## config.mk

```make
export PLATFORM = sky130hd
export DESIGN_NAME = unique_word_set_table_core_flat
export DESIGN_NICKNAME = d
export VERILOG_FILES = /design/src/hdl/uwst_pkg.sv /design/src/hdl/uwst_if.sv /design/src/hdl/uwst_ram.sv /design/src/hdl/uwst_ctrl.sv /design/src/hdl/unique_word_set_table_core.sv /design/src/flat_wrapper.sv
export SDC_FILE = /design/constraint.sdc
export NUM_CORES = 2
export LEC_CHECK = 0
export BUFFER_PORTS_ARGS = -buffer_cell sky130_fd_sc_hd__buf_2
export CORE_MARGIN = 2
export CORE_UTILIZATION = 50
export CTS_CLUSTER_SIZE = 24
export DETAILED_ROUTE_END_ITERATION = 7
export HOLD_SLACK_MARGIN = 0.08
export PLACE_DENSITY = 0.65
export SLEW_MARGIN = 20
export SYNTH_ARGS = -nofsm -noshare
export SYNTH_HDL_FRONTEND = slang
export SYNTH_MEMORY_MAX_BITS = 65536
export SYNTH_SLANG_ARGS = --single-unit
```

## constraint.sdc

```tcl
create_clock -name clk -period 16.7 [get_ports clk]
set_clock_uncertainty 0.15 [all_clocks]
set_input_delay 2.505 -clock clk [delete_from_list [all_inputs] [get_ports clk]]
set_output_delay 2.505 -clock clk [all_outputs]
set_load 0.01 [all_outputs]
```

## src/hdl/uwst_pkg.sv

```systemverilog
// shared types and codes for the unique word set table
package uwst_pkg;

    typedef enum logic [1:0] {
        OP_ADD  = 2'd0,
        OP_DEL  = 2'd1,
        OP_READ = 2'd2,
        OP_NONE = 2'd3
    } op_t;

    typedef enum logic [2:0] {
        ST_ADDED     = 3'd0,
        ST_DUPLICATE = 3'd1,
        ST_FULL      = 3'd2,
        ST_DELETED   = 3'd3,
        ST_NOT_FOUND = 3'd4,
        ST_READ_CHAR = 3'd5,
        ST_BAD_INDEX = 3'd6,
        ST_TOO_LONG  = 3'd7
    } status_t;

    typedef enum logic [3:0] {
        S_IDLE,
        S_RD_REQ,
        S_RD_DATA,
        S_CMP_ENT,
        S_CMP_RD,
        S_CMP_CHK,
        S_CP_RD,
        S_CP_WR,
        S_SH_ENT,
        S_SH_RD,
        S_SH_WR,
        S_DONE
    } state_t;

endpackage

```

## src/hdl/uwst_if.sv

```systemverilog
// word input and result channel interfaces
interface uwst_word_if;
    logic       valid;
    logic       ready;
    logic [1:0] op;
    logic [7:0] ch;
    logic       word_end;
    logic [3:0] entry_index;

    modport source (output valid, op, ch, word_end, entry_index, input ready);
    modport sink   (input valid, op, ch, word_end, entry_index, output ready);
endinterface

interface uwst_result_if;
    logic       valid;
    logic       ready;
    logic [2:0] status;
    logic [4:0] word_count;
    logic [7:0] out_char;
    logic       run_end;

    modport source (output valid, status, word_count, out_char, run_end, input ready);
    modport sink   (input valid, status, word_count, out_char, run_end, output ready);
endinterface

```

## src/hdl/uwst_ram.sv

```systemverilog
// simple dual port synchronous ram with a registered read port
module uwst_ram #(
    parameter int DEPTH = 16,
    parameter int WIDTH = 8
) (
    input  logic                     clk,
    input  logic                     we,
    input  logic [$clog2(DEPTH)-1:0] waddr,
    input  logic [WIDTH-1:0]         wdata,
    input  logic [$clog2(DEPTH)-1:0] raddr,
    output logic [WIDTH-1:0]         rdata
);

    logic [WIDTH-1:0] mem [DEPTH];

    always_ff @(posedge clk)
    begin
        if (we)
        begin
            mem[waddr] <= wdata;
        end
    end

    always_ff @(posedge clk)
    begin
        rdata <= mem[raddr];
    end

endmodule

```

## src/hdl/uwst_ctrl.sv

```systemverilog
// sequencer: word buffering, table search, append, compacting delete and entry read
module uwst_ctrl
    import uwst_pkg::*;
#(
    parameter int CAPACITY = 16,
    parameter int MAX_LEN  = 32,
    parameter int EW       = (CAPACITY > 1) ? $clog2(CAPACITY) : 1,
    parameter int LW       = $clog2(MAX_LEN)
) (
    input  logic               clk,
    input  logic               rst_n,
    uwst_word_if.sink          word_chan,
    uwst_result_if.source      result_chan,
    output logic               store_we,
    output logic [EW+LW-1:0]   store_waddr,
    output logic [7:0]         store_wdata,
    output logic [EW+LW-1:0]   store_raddr,
    input  logic [7:0]         store_rdata,
    output logic               pend_we,
    output logic [LW-1:0]      pend_waddr,
    output logic [7:0]         pend_wdata,
    output logic [LW-1:0]      pend_raddr,
    input  logic [7:0]         pend_rdata
);

    localparam int CW   = $clog2(CAPACITY + 1);
    localparam int LENW = $clog2(MAX_LEN + 1);
    localparam int PLW  = $clog2(MAX_LEN + 2);

    state_t          state_reg, state_next;
    op_t             op_reg, op_next;
    status_t         status_reg, status_next;
    logic [PLW-1:0]  plen_reg, plen_next;
    logic [CW-1:0]   count_reg, count_next;
    logic [CW-1:0]   ent_reg, ent_next;
    logic [LENW-1:0] pos_reg, pos_next;

    logic [LENW-1:0] len_mem [CAPACITY];
    logic            len_we;
    logic [LENW-1:0] len_wdata;

    logic            out_valid_reg, out_valid_next;
    status_t         out_status_reg, out_status_next;
    logic [4:0]      out_count_reg, out_count_next;
    logic [7:0]      out_char_reg, out_char_next;
    logic            out_end_reg, out_end_next;
    logic            out_load;

    logic            slot_free;
    logic            in_shift;
    logic [CW-1:0]   ent_inc;
    logic [CW-1:0]   len_idx;
    logic [LENW-1:0] len_rd;
    logic [LENW-1:0] pos_inc;
    logic            pos_last_len;
    logic            pos_last_p;
    logic            too_long;
    logic [7:0]      idx8;
    logic [7:0]      cnt8;

    assign slot_free    = !out_valid_reg || result_chan.ready;
    assign in_shift     = (state_reg == S_SH_ENT) || (state_reg == S_SH_RD) ||
                          (state_reg == S_SH_WR);
    assign ent_inc      = ent_reg + 1'b1;
    assign len_idx      = in_shift ? ent_inc : ent_reg;
    assign len_rd       = len_mem[len_idx[EW-1:0]];
    assign pos_inc      = pos_reg + 1'b1;
    assign pos_last_len = (pos_inc == len_rd);
    assign pos_last_p   = (PLW'(pos_inc) == plen_reg);
    assign too_long     = (plen_reg >= PLW'(MAX_LEN));
    assign idx8         = 8'(word_chan.entry_index);
    assign cnt8         = 8'(count_reg);

    assign result_chan.valid      = out_valid_reg;
    assign result_chan.status     = out_status_reg;
    assign result_chan.word_count = out_count_reg;
    assign result_chan.out_char   = out_char_reg;
    assign result_chan.run_end    = out_end_reg;

    always_ff @(posedge clk or negedge rst_n)
    begin
        if (!rst_n)
        begin
            state_reg     <= S_IDLE;
            plen_reg      <= '0;
            count_reg     <= '0;
            out_valid_reg <= 1'b0;
        end
        else
        begin
            state_reg     <= state_next;
            plen_reg      <= plen_next;
            count_reg     <= count_next;
            out_valid_reg <= out_valid_next;
        end
    end

    always_ff @(posedge clk)
    begin
        op_reg         <= op_next;
        status_reg     <= status_next;
        ent_reg        <= ent_next;
        pos_reg        <= pos_next;
        out_status_reg <= out_status_next;
        out_count_reg  <= out_count_next;
        out_char_reg   <= out_char_next;
        out_end_reg    <= out_end_next;
        if (len_we)
        begin
            len_mem[ent_reg[EW-1:0]] <= len_wdata;
        end
    end

    always_comb
    begin
        state_next      = state_reg;
        op_next         = op_reg;
        status_next     = status_reg;
        plen_next       = plen_reg;
        count_next      = count_reg;
        ent_next        = ent_reg;
        pos_next        = pos_reg;
        word_chan.ready = 1'b0;
        store_we        = 1'b0;
        store_waddr     = {ent_reg[EW-1:0], pos_reg[LW-1:0]};
        store_wdata     = (state_reg == S_SH_WR) ? store_rdata : pend_rdata;
        store_raddr     = in_shift ? {ent_inc[EW-1:0], pos_reg[LW-1:0]}
                                   : {ent_reg[EW-1:0], pos_reg[LW-1:0]};
        pend_we         = 1'b0;
        pend_waddr      = plen_reg[LW-1:0];
        pend_wdata      = word_chan.ch;
        pend_raddr      = pos_reg[LW-1:0];
        len_we          = 1'b0;
        len_wdata       = len_rd;
        out_load        = 1'b0;
        out_status_next = out_status_reg;
        out_count_next  = out_count_reg;
        out_char_next   = out_char_reg;
        out_end_next    = out_end_reg;

        unique case (state_reg)
            S_IDLE:
            begin
                word_chan.ready = 1'b1;
                if (word_chan.valid)
                begin
                    case (op_t'(word_chan.op))
                        OP_READ:
                        begin
                            op_next = OP_READ;
                            if (idx8 >= cnt8)
                            begin
                                status_next = ST_BAD_INDEX;
                                state_next  = S_DONE;
                            end
                            else
                            begin
                                ent_next   = CW'(idx8);
                                pos_next   = '0;
                                state_next = S_RD_REQ;
                            end
                        end
                        OP_ADD, OP_DEL:
                        begin
                            op_next = op_t'(word_chan.op);
                            if (too_long)
                            begin
                                plen_next = PLW'(MAX_LEN + 1);
                            end
                            else
                            begin
                                pend_we   = 1'b1;
                                plen_next = plen_reg + 1'b1;
                            end
                            if (word_chan.word_end)
                            begin
                                if (too_long)
                                begin
                                    status_next = ST_TOO_LONG;
                                    state_next  = S_DONE;
                                end
                                else
                                begin
                                    ent_next   = '0;
                                    state_next = S_CMP_ENT;
                                end
                            end
                        end
                        default:
                        begin
                        end
                    endcase
                end
            end
            S_RD_REQ:
            begin
                state_next = S_RD_DATA;
            end
            S_RD_DATA:
            begin
                if (slot_free)
                begin
                    out_load        = 1'b1;
                    out_status_next = ST_READ_CHAR;
                    out_count_next  = 5'(count_reg);
                    out_char_next   = store_rdata;
                    out_end_next    = pos_last_len;
                    if (pos_last_len)
                    begin
                        state_next = S_IDLE;
                    end
                    else
                    begin
                        pos_next   = pos_inc;
                        state_next = S_RD_REQ;
                    end
                end
            end
            S_CMP_ENT:
            begin
                if (ent_reg >= count_reg)
                begin
                    if (op_reg == OP_ADD)
                    begin
                        if (count_reg >= CW'(CAPACITY))
                        begin
                            status_next = ST_FULL;
                            state_next  = S_DONE;
                        end
                        else
                        begin
                            ent_next   = count_reg;
                            pos_next   = '0;
                            state_next = S_CP_RD;
                        end
                    end
                    else
                    begin
                        status_next = ST_NOT_FOUND;
                        state_next  = S_DONE;
                    end
                end
                else if (PLW'(len_rd) != plen_reg)
                begin
                    ent_next = ent_inc;
                end
                else
                begin
                    pos_next   = '0;
                    state_next = S_CMP_RD;
                end
            end
            S_CMP_RD:
            begin
                state_next = S_CMP_CHK;
            end
            S_CMP_CHK:
            begin
                if (store_rdata != pend_rdata)
                begin
                    ent_next   = ent_inc;
                    state_next = S_CMP_ENT;
                end
                else if (pos_last_p)
                begin
                    if (op_reg == OP_ADD)
                    begin
                        status_next = ST_DUPLICATE;
                        state_next  = S_DONE;
                    end
                    else
                    begin
                        state_next = S_SH_ENT;
                    end
                end
                else
                begin
                    pos_next   = pos_inc;
                    state_next = S_CMP_RD;
                end
            end
            S_CP_RD:
            begin
                state_next = S_CP_WR;
            end
            S_CP_WR:
            begin
                store_we = 1'b1;
                if (pos_last_p)
                begin
                    len_we      = 1'b1;
                    len_wdata   = LENW'(plen_reg);
                    count_next  = count_reg + 1'b1;
                    status_next = ST_ADDED;
                    state_next  = S_DONE;
                end
                else
                begin
                    pos_next   = pos_inc;
                    state_next = S_CP_RD;
                end
            end
            S_SH_ENT:
            begin
                if (ent_inc >= count_reg)
                begin
                    count_next  = count_reg - 1'b1;
                    status_next = ST_DELETED;
                    state_next  = S_DONE;
                end
                else
                begin
                    pos_next   = '0;
                    state_next = S_SH_RD;
                end
            end
            S_SH_RD:
            begin
                state_next = S_SH_WR;
            end
            S_SH_WR:
            begin
                // move one char of the next entry down a row
                store_we = 1'b1;
                if (pos_last_len)
                begin
                    len_we     = 1'b1;
                    ent_next   = ent_inc;
                    state_next = S_SH_ENT;
                end
                else
                begin
                    pos_next   = pos_inc;
                    state_next = S_SH_RD;
                end
            end
            S_DONE:
            begin
                if (slot_free)
                begin
                    out_load        = 1'b1;
                    out_status_next = status_reg;
                    out_count_next  = 5'(count_reg);
                    out_char_next   = '0;
                    out_end_next    = 1'b1;
                    // a read keeps the pending word
                    if (op_reg != OP_READ)
                    begin
                        plen_next = '0;
                    end
                    state_next = S_IDLE;
                end
            end
            default:
            begin
                state_next = S_IDLE;
            end
        endcase

        out_valid_next = out_load ? 1'b1 : (result_chan.ready ? 1'b0 : out_valid_reg);
    end

endmodule

```

## src/hdl/unique_word_set_table_core.sv

```systemverilog
// unique word set table: top level
// a non-final char item is buffered in the pending ram; a word end starts a search
// of the table, then an append or, for a delete, a shift of each later entry
// a read alternates request and data states on the single word ram read port
// every result leaves through one output register; items are taken only when idle
// rst_n clears the word count, pending length and output valid; rams are not cleared
module unique_word_set_table_core
    import uwst_pkg::*;
#(
    parameter int CAPACITY = 16,
    parameter int MAX_LEN  = 32
) (
    input  logic          clk,
    input  logic          rst_n,
    uwst_word_if.sink     word_chan,
    uwst_result_if.source result_chan
);

    localparam int EW = (CAPACITY > 1) ? $clog2(CAPACITY) : 1;
    localparam int LW = $clog2(MAX_LEN);

    logic             store_we;
    logic [EW+LW-1:0] store_waddr;
    logic [7:0]       store_wdata;
    logic [EW+LW-1:0] store_raddr;
    logic [7:0]       store_rdata;
    logic             pend_we;
    logic [LW-1:0]    pend_waddr;
    logic [7:0]       pend_wdata;
    logic [LW-1:0]    pend_raddr;
    logic [7:0]       pend_rdata;

    uwst_ctrl #(
        .CAPACITY (CAPACITY),
        .MAX_LEN  (MAX_LEN),
        .EW       (EW),
        .LW       (LW)
    ) u_ctrl (
        .clk         (clk),
        .rst_n       (rst_n),
        .word_chan   (word_chan),
        .result_chan (result_chan),
        .store_we    (store_we),
        .store_waddr (store_waddr),
        .store_wdata (store_wdata),
        .store_raddr (store_raddr),
        .store_rdata (store_rdata),
        .pend_we     (pend_we),
        .pend_waddr  (pend_waddr),
        .pend_wdata  (pend_wdata),
        .pend_raddr  (pend_raddr),
        .pend_rdata  (pend_rdata)
    );

    // one row of 2**LW chars per entry
    uwst_ram #(
        .DEPTH (CAPACITY * (2 ** LW)),
        .WIDTH (8)
    ) u_word_ram (
        .clk   (clk),
        .we    (store_we),
        .waddr (store_waddr),
        .wdata (store_wdata),
        .raddr (store_raddr),
        .rdata (store_rdata)
    );

    uwst_ram #(
        .DEPTH (MAX_LEN),
        .WIDTH (8)
    ) u_pend_ram (
        .clk   (clk),
        .we    (pend_we),
        .waddr (pend_waddr),
        .wdata (pend_wdata),
        .raddr (pend_raddr),
        .rdata (pend_rdata)
    );

endmodule

```

## src/flat_wrapper.sv

```systemverilog
// flat-port wrapper written by rule: the top's interface ports become plain ports
module unique_word_set_table_core_flat import uwst_pkg::*;
#(
    parameter int CAPACITY = 16,
    parameter int MAX_LEN  = 32
)
  (clk, rst_n, word_chan_valid, word_chan_op, word_chan_ch, word_chan_word_end, word_chan_entry_index, word_chan_ready, result_chan_valid, result_chan_status, result_chan_word_count, result_chan_out_char, result_chan_run_end, result_chan_ready);
  uwst_word_if word_chan_i ();
  uwst_result_if result_chan_i ();
  input  logic clk;
  input  logic rst_n;
  input wire logic [$bits(word_chan_i.valid)-1:0] word_chan_valid;
  input wire logic [$bits(word_chan_i.op)-1:0] word_chan_op;
  input wire logic [$bits(word_chan_i.ch)-1:0] word_chan_ch;
  input wire logic [$bits(word_chan_i.word_end)-1:0] word_chan_word_end;
  input wire logic [$bits(word_chan_i.entry_index)-1:0] word_chan_entry_index;
  output wire logic [$bits(word_chan_i.ready)-1:0] word_chan_ready;
  output wire logic [$bits(result_chan_i.valid)-1:0] result_chan_valid;
  output wire logic [$bits(result_chan_i.status)-1:0] result_chan_status;
  output wire logic [$bits(result_chan_i.word_count)-1:0] result_chan_word_count;
  output wire logic [$bits(result_chan_i.out_char)-1:0] result_chan_out_char;
  output wire logic [$bits(result_chan_i.run_end)-1:0] result_chan_run_end;
  input wire logic [$bits(result_chan_i.ready)-1:0] result_chan_ready;
  assign word_chan_i.valid = word_chan_valid;
  assign word_chan_i.op = word_chan_op;
  assign word_chan_i.ch = word_chan_ch;
  assign word_chan_i.word_end = word_chan_word_end;
  assign word_chan_i.entry_index = word_chan_entry_index;
  assign word_chan_ready = word_chan_i.ready;
  assign result_chan_valid = result_chan_i.valid;
  assign result_chan_status = result_chan_i.status;
  assign result_chan_word_count = result_chan_i.word_count;
  assign result_chan_out_char = result_chan_i.out_char;
  assign result_chan_run_end = result_chan_i.run_end;
  assign result_chan_i.ready = result_chan_ready;
  unique_word_set_table_core #(.CAPACITY(CAPACITY), .MAX_LEN(MAX_LEN)) u_core (.clk(clk), .rst_n(rst_n), .word_chan(word_chan_i), .result_chan(result_chan_i));
endmodule
```

==> results.md <==
* Status: complete, no violations
* Worst reg2reg setup slack at 10.48 ns
* Global-route wire length before repair at 622,000 µm
* Latest clock arrival within the worst-skew pair at 0.98 ns
* Syn nets at 8,001
* Max reg flops at 4,096
* Wire length per cell at 32.9 µm
* WP depth at 11
* Worst setup SP type: flop
* Setup Fix Bufs, Post-CTS at 0
* Final core occ at 55.9%
* Synth Register Bits at 4,513
* Synth warnings at 0
* Worst Path Max Fanout at 87
* CTS Sinks at 4,513
* Largest delay share family, worst path: buffers and inverters
* Post-Place Cell Area at 0.183 mm²
* DRT iter0 DRCs at 11,700
* Slew Viols, Final at 0
* Setup TNS at 0 ns
* Worst Tran Pin Value at 1.29 ns
* RSZ-0062 raised after global routing: no
* CTS resizes at 0
* Reg with most FFs: u_core.u_word_ram.mem
* Max-Cap Viols at 0
* Post-synth top area share at 76.0%
* Synth area leaders: edfxtp_1, mux4_2, nor2_1, mux2i_1, clkbuf_1
* EDFF count, synth at 4,481
* Die ar. at 0.359 mm²
* CP Cell Sequence: buf_12 > buf_4 > buf_4 > buf_4 > mux4_2 > mux4_2 > mux4_2 > nand2_1 > nand3_1 > nand3_1 > a31oi_1
* Gr usage total at 24.2%
* Worst slew margin at 13.8%
* H-tree depth at 5
* IO Pins at 38
* Synth Flop Type: edfxtp_1
* Post-Syn Area per Cell at 22.3 µm²
* I/O Buffers at 37
* Most frequent cells after synthesis: edfxtp_1, mux4_2, nor2_1
* Clock tree from TritonCTS: built
* Worst setup path category: flop to flop
* GR Overflow Total at 0
* Share of cells above drive strength 1 at 26.5%
* Vias per cell at 6.35
* Final Instance Area at 0.197 mm²
* Post-route DRC at 0
* Worst Setup End Kind: flop
* Worst path bufs/invs at 4
* Final min period at 6.22 ns
* # rows at 218
* Fmax at 161 MHz
* CP Launch Point: u_core.u_ctrl.pos_reg[0]
* R2R depth at 11
* Via count at 84,000
* Sequential area share after synthesis at 76.4%
* Max incr delay on CP at 0.74 ns
* Critical path's slowest cell: buf_4
* Worst VDD drop at 0.000221 V
* Routed Antenna Nets at 0
* Final nets at 8,151
* Area leader, netlist: edfxtp_1
* Cell variety after synth at 81
* Vias in the first global route at 84,200
* Initial antenna violation count at 23
* CP arrival at 6.89 ns
* Final setup fails at 0
* Power per Cell Area at 185 mW/mm²
* DP HPWL at 248,000 µm
* Crit path to: u_core.u_word_ram.rdata[0]
* Root buffer selected by CTS: clkbuf_16
* Area grow syn2layout at 11.3%
* Worst Path Required at 17.37 ns
* RD Place Congestion at 0.827
* Min-delay worst type: flop to flop
* Final WL at 435,000 µm
* Synthesized area at 0.177 mm²
* Hold WS at 0.381 ns
* Post-Syn Instances at 7,952
* Largest net degree at the start of global routing at 209
* Top-count cell post-synth: edfxtp_1
* Maximum root-to-sink buffer count at 4
* DIE WIDTH at 599 µm
* Leakage at 60.3 nW
* CTS hold repair buffers at 0
* Initial core utilization at 50.2%
* Total CTS buffers at 445
* Tot Pwr at 36.4 mW
* Synth async-reset ratio at 0.355%
* Core Region at 0.352 mm²
* Reg2reg start: u_core.u_ctrl.pos_reg[0]
* Clock-pin slew on the worst setup and hold paths at 0.06 ns
* Fin crit share at 37.3%
* FF-to-FF End: u_core.u_word_ram.rdata[0]
* Die H at 599 µm
* First-pass DRT Iterations at 5
* Final Hold Violating Endpoints at 0
## cells by family (layout without fill, tap and decap cells)
group                      count (synthesis)  after routing  synth area share (%)
DFF                                     4513           4513                  76.4
muxes                                   1534           1534                  18.3
buffers and inverters                    514           1042                  1.30
AOI/OAI and AO/OA                        289            289                  1.14
other                                      0              9                     0
adders and majority gates                 30             30                 0.216
and+or+nand+nor                         1040           1040                  2.47
xor gates and xnor gates                  32             32                 0.179
## where the power goes
group          switching [mW]  internal (mW)  total [mW]
clock                    4.25           5.58        9.83
sequential              0.138           14.6        14.7
combinational            7.54           4.29        11.8
total                    11.9           24.5        36.4
## layout by cell type, fill, tap and decap left out, drive strengths merged, types with 6 or more instances in the layout
master / instances
a21o: 11
nand2: 191
ha: 29
mux4: 1359
xnor2: 23
a22o: 12
nand3: 72
nor2b: 11
a21oi: 82
o32ai: 6
o22ai: 7
inv: 42
bufinv: 38
and2: 13
dfxtp: 16
o311ai: 10
nand4: 14
a211oi: 32
or3: 7
xor2: 8
a32o: 7
clkbuf: 552
nor3: 20
a221oi: 6
and4: 8
a31oi: 9
a22oi: 23
mux2i: 163
diode: 9
o21ai: 39
dfrtp: 16
edfxtp: 4481
clkinv: 209
clkinvlp: 17
and3: 28
buf: 184
nor2: 655
nand2b: 6
o211ai: 13
mux2: 12
## final cells by class
cell class              count  area [µm²]
diodes                      9        22.5
clock buffers             552       11800
clock inverters           273        2520
fillers                 25700      155000
inverters                  33         124
multi-input cells        2925       39900
flip-flops and latches   4513      135000
well taps                4730        5920
repair buffers            184        1550
## metal layers
| layer | track usage, % | vias to the layer above | part of all wire (%) |
|---|---|---|---|
| met1 | 34.4 | 45300 | 40 |
| li1 | - | 33800 | - |
| met4 | 6.32 | 14 | 2.7 |
| met2 | 38.6 | 4200 | 49 |
| met5 | 0.107 | - | 0.034 |
| met3 | 5.08 | 652 | 9.0 |
## stage by stage
step                setup slack, ns  cells
global route                  10.07  13200
global placement              10.29  12400
CTS                           10.33  13200
floorplan                     10.66   7952
detailed placement            10.34  12400
finish                        10.48  13200
## how the worst min path moves through the flow
stage	cells past startpoint	slack, ns	endpoint	startpoint
floorplan	0	0.32	u_core.u_ctrl.result_chan.word_count[1]	u_core.u_ctrl.count_reg[1]
detailed placement	1	0.38	u_core.u_ctrl.result_chan.status[0]	u_core.u_ctrl.status_reg[0]
CTS	1	0.39	u_core.u_ctrl.result_chan.status[0]	u_core.u_ctrl.status_reg[0]
finish	1	0.38	u_core.u_ctrl.result_chan.status[0]	u_core.u_ctrl.status_reg[0]
global placement	1	0.38	u_core.u_ctrl.result_chan.status[0]	u_core.u_ctrl.status_reg[0]
global route	1	0.40	u_core.u_ctrl.result_chan.status[0]	u_core.u_ctrl.status_reg[0]
(Power assumes the default switching activity.)
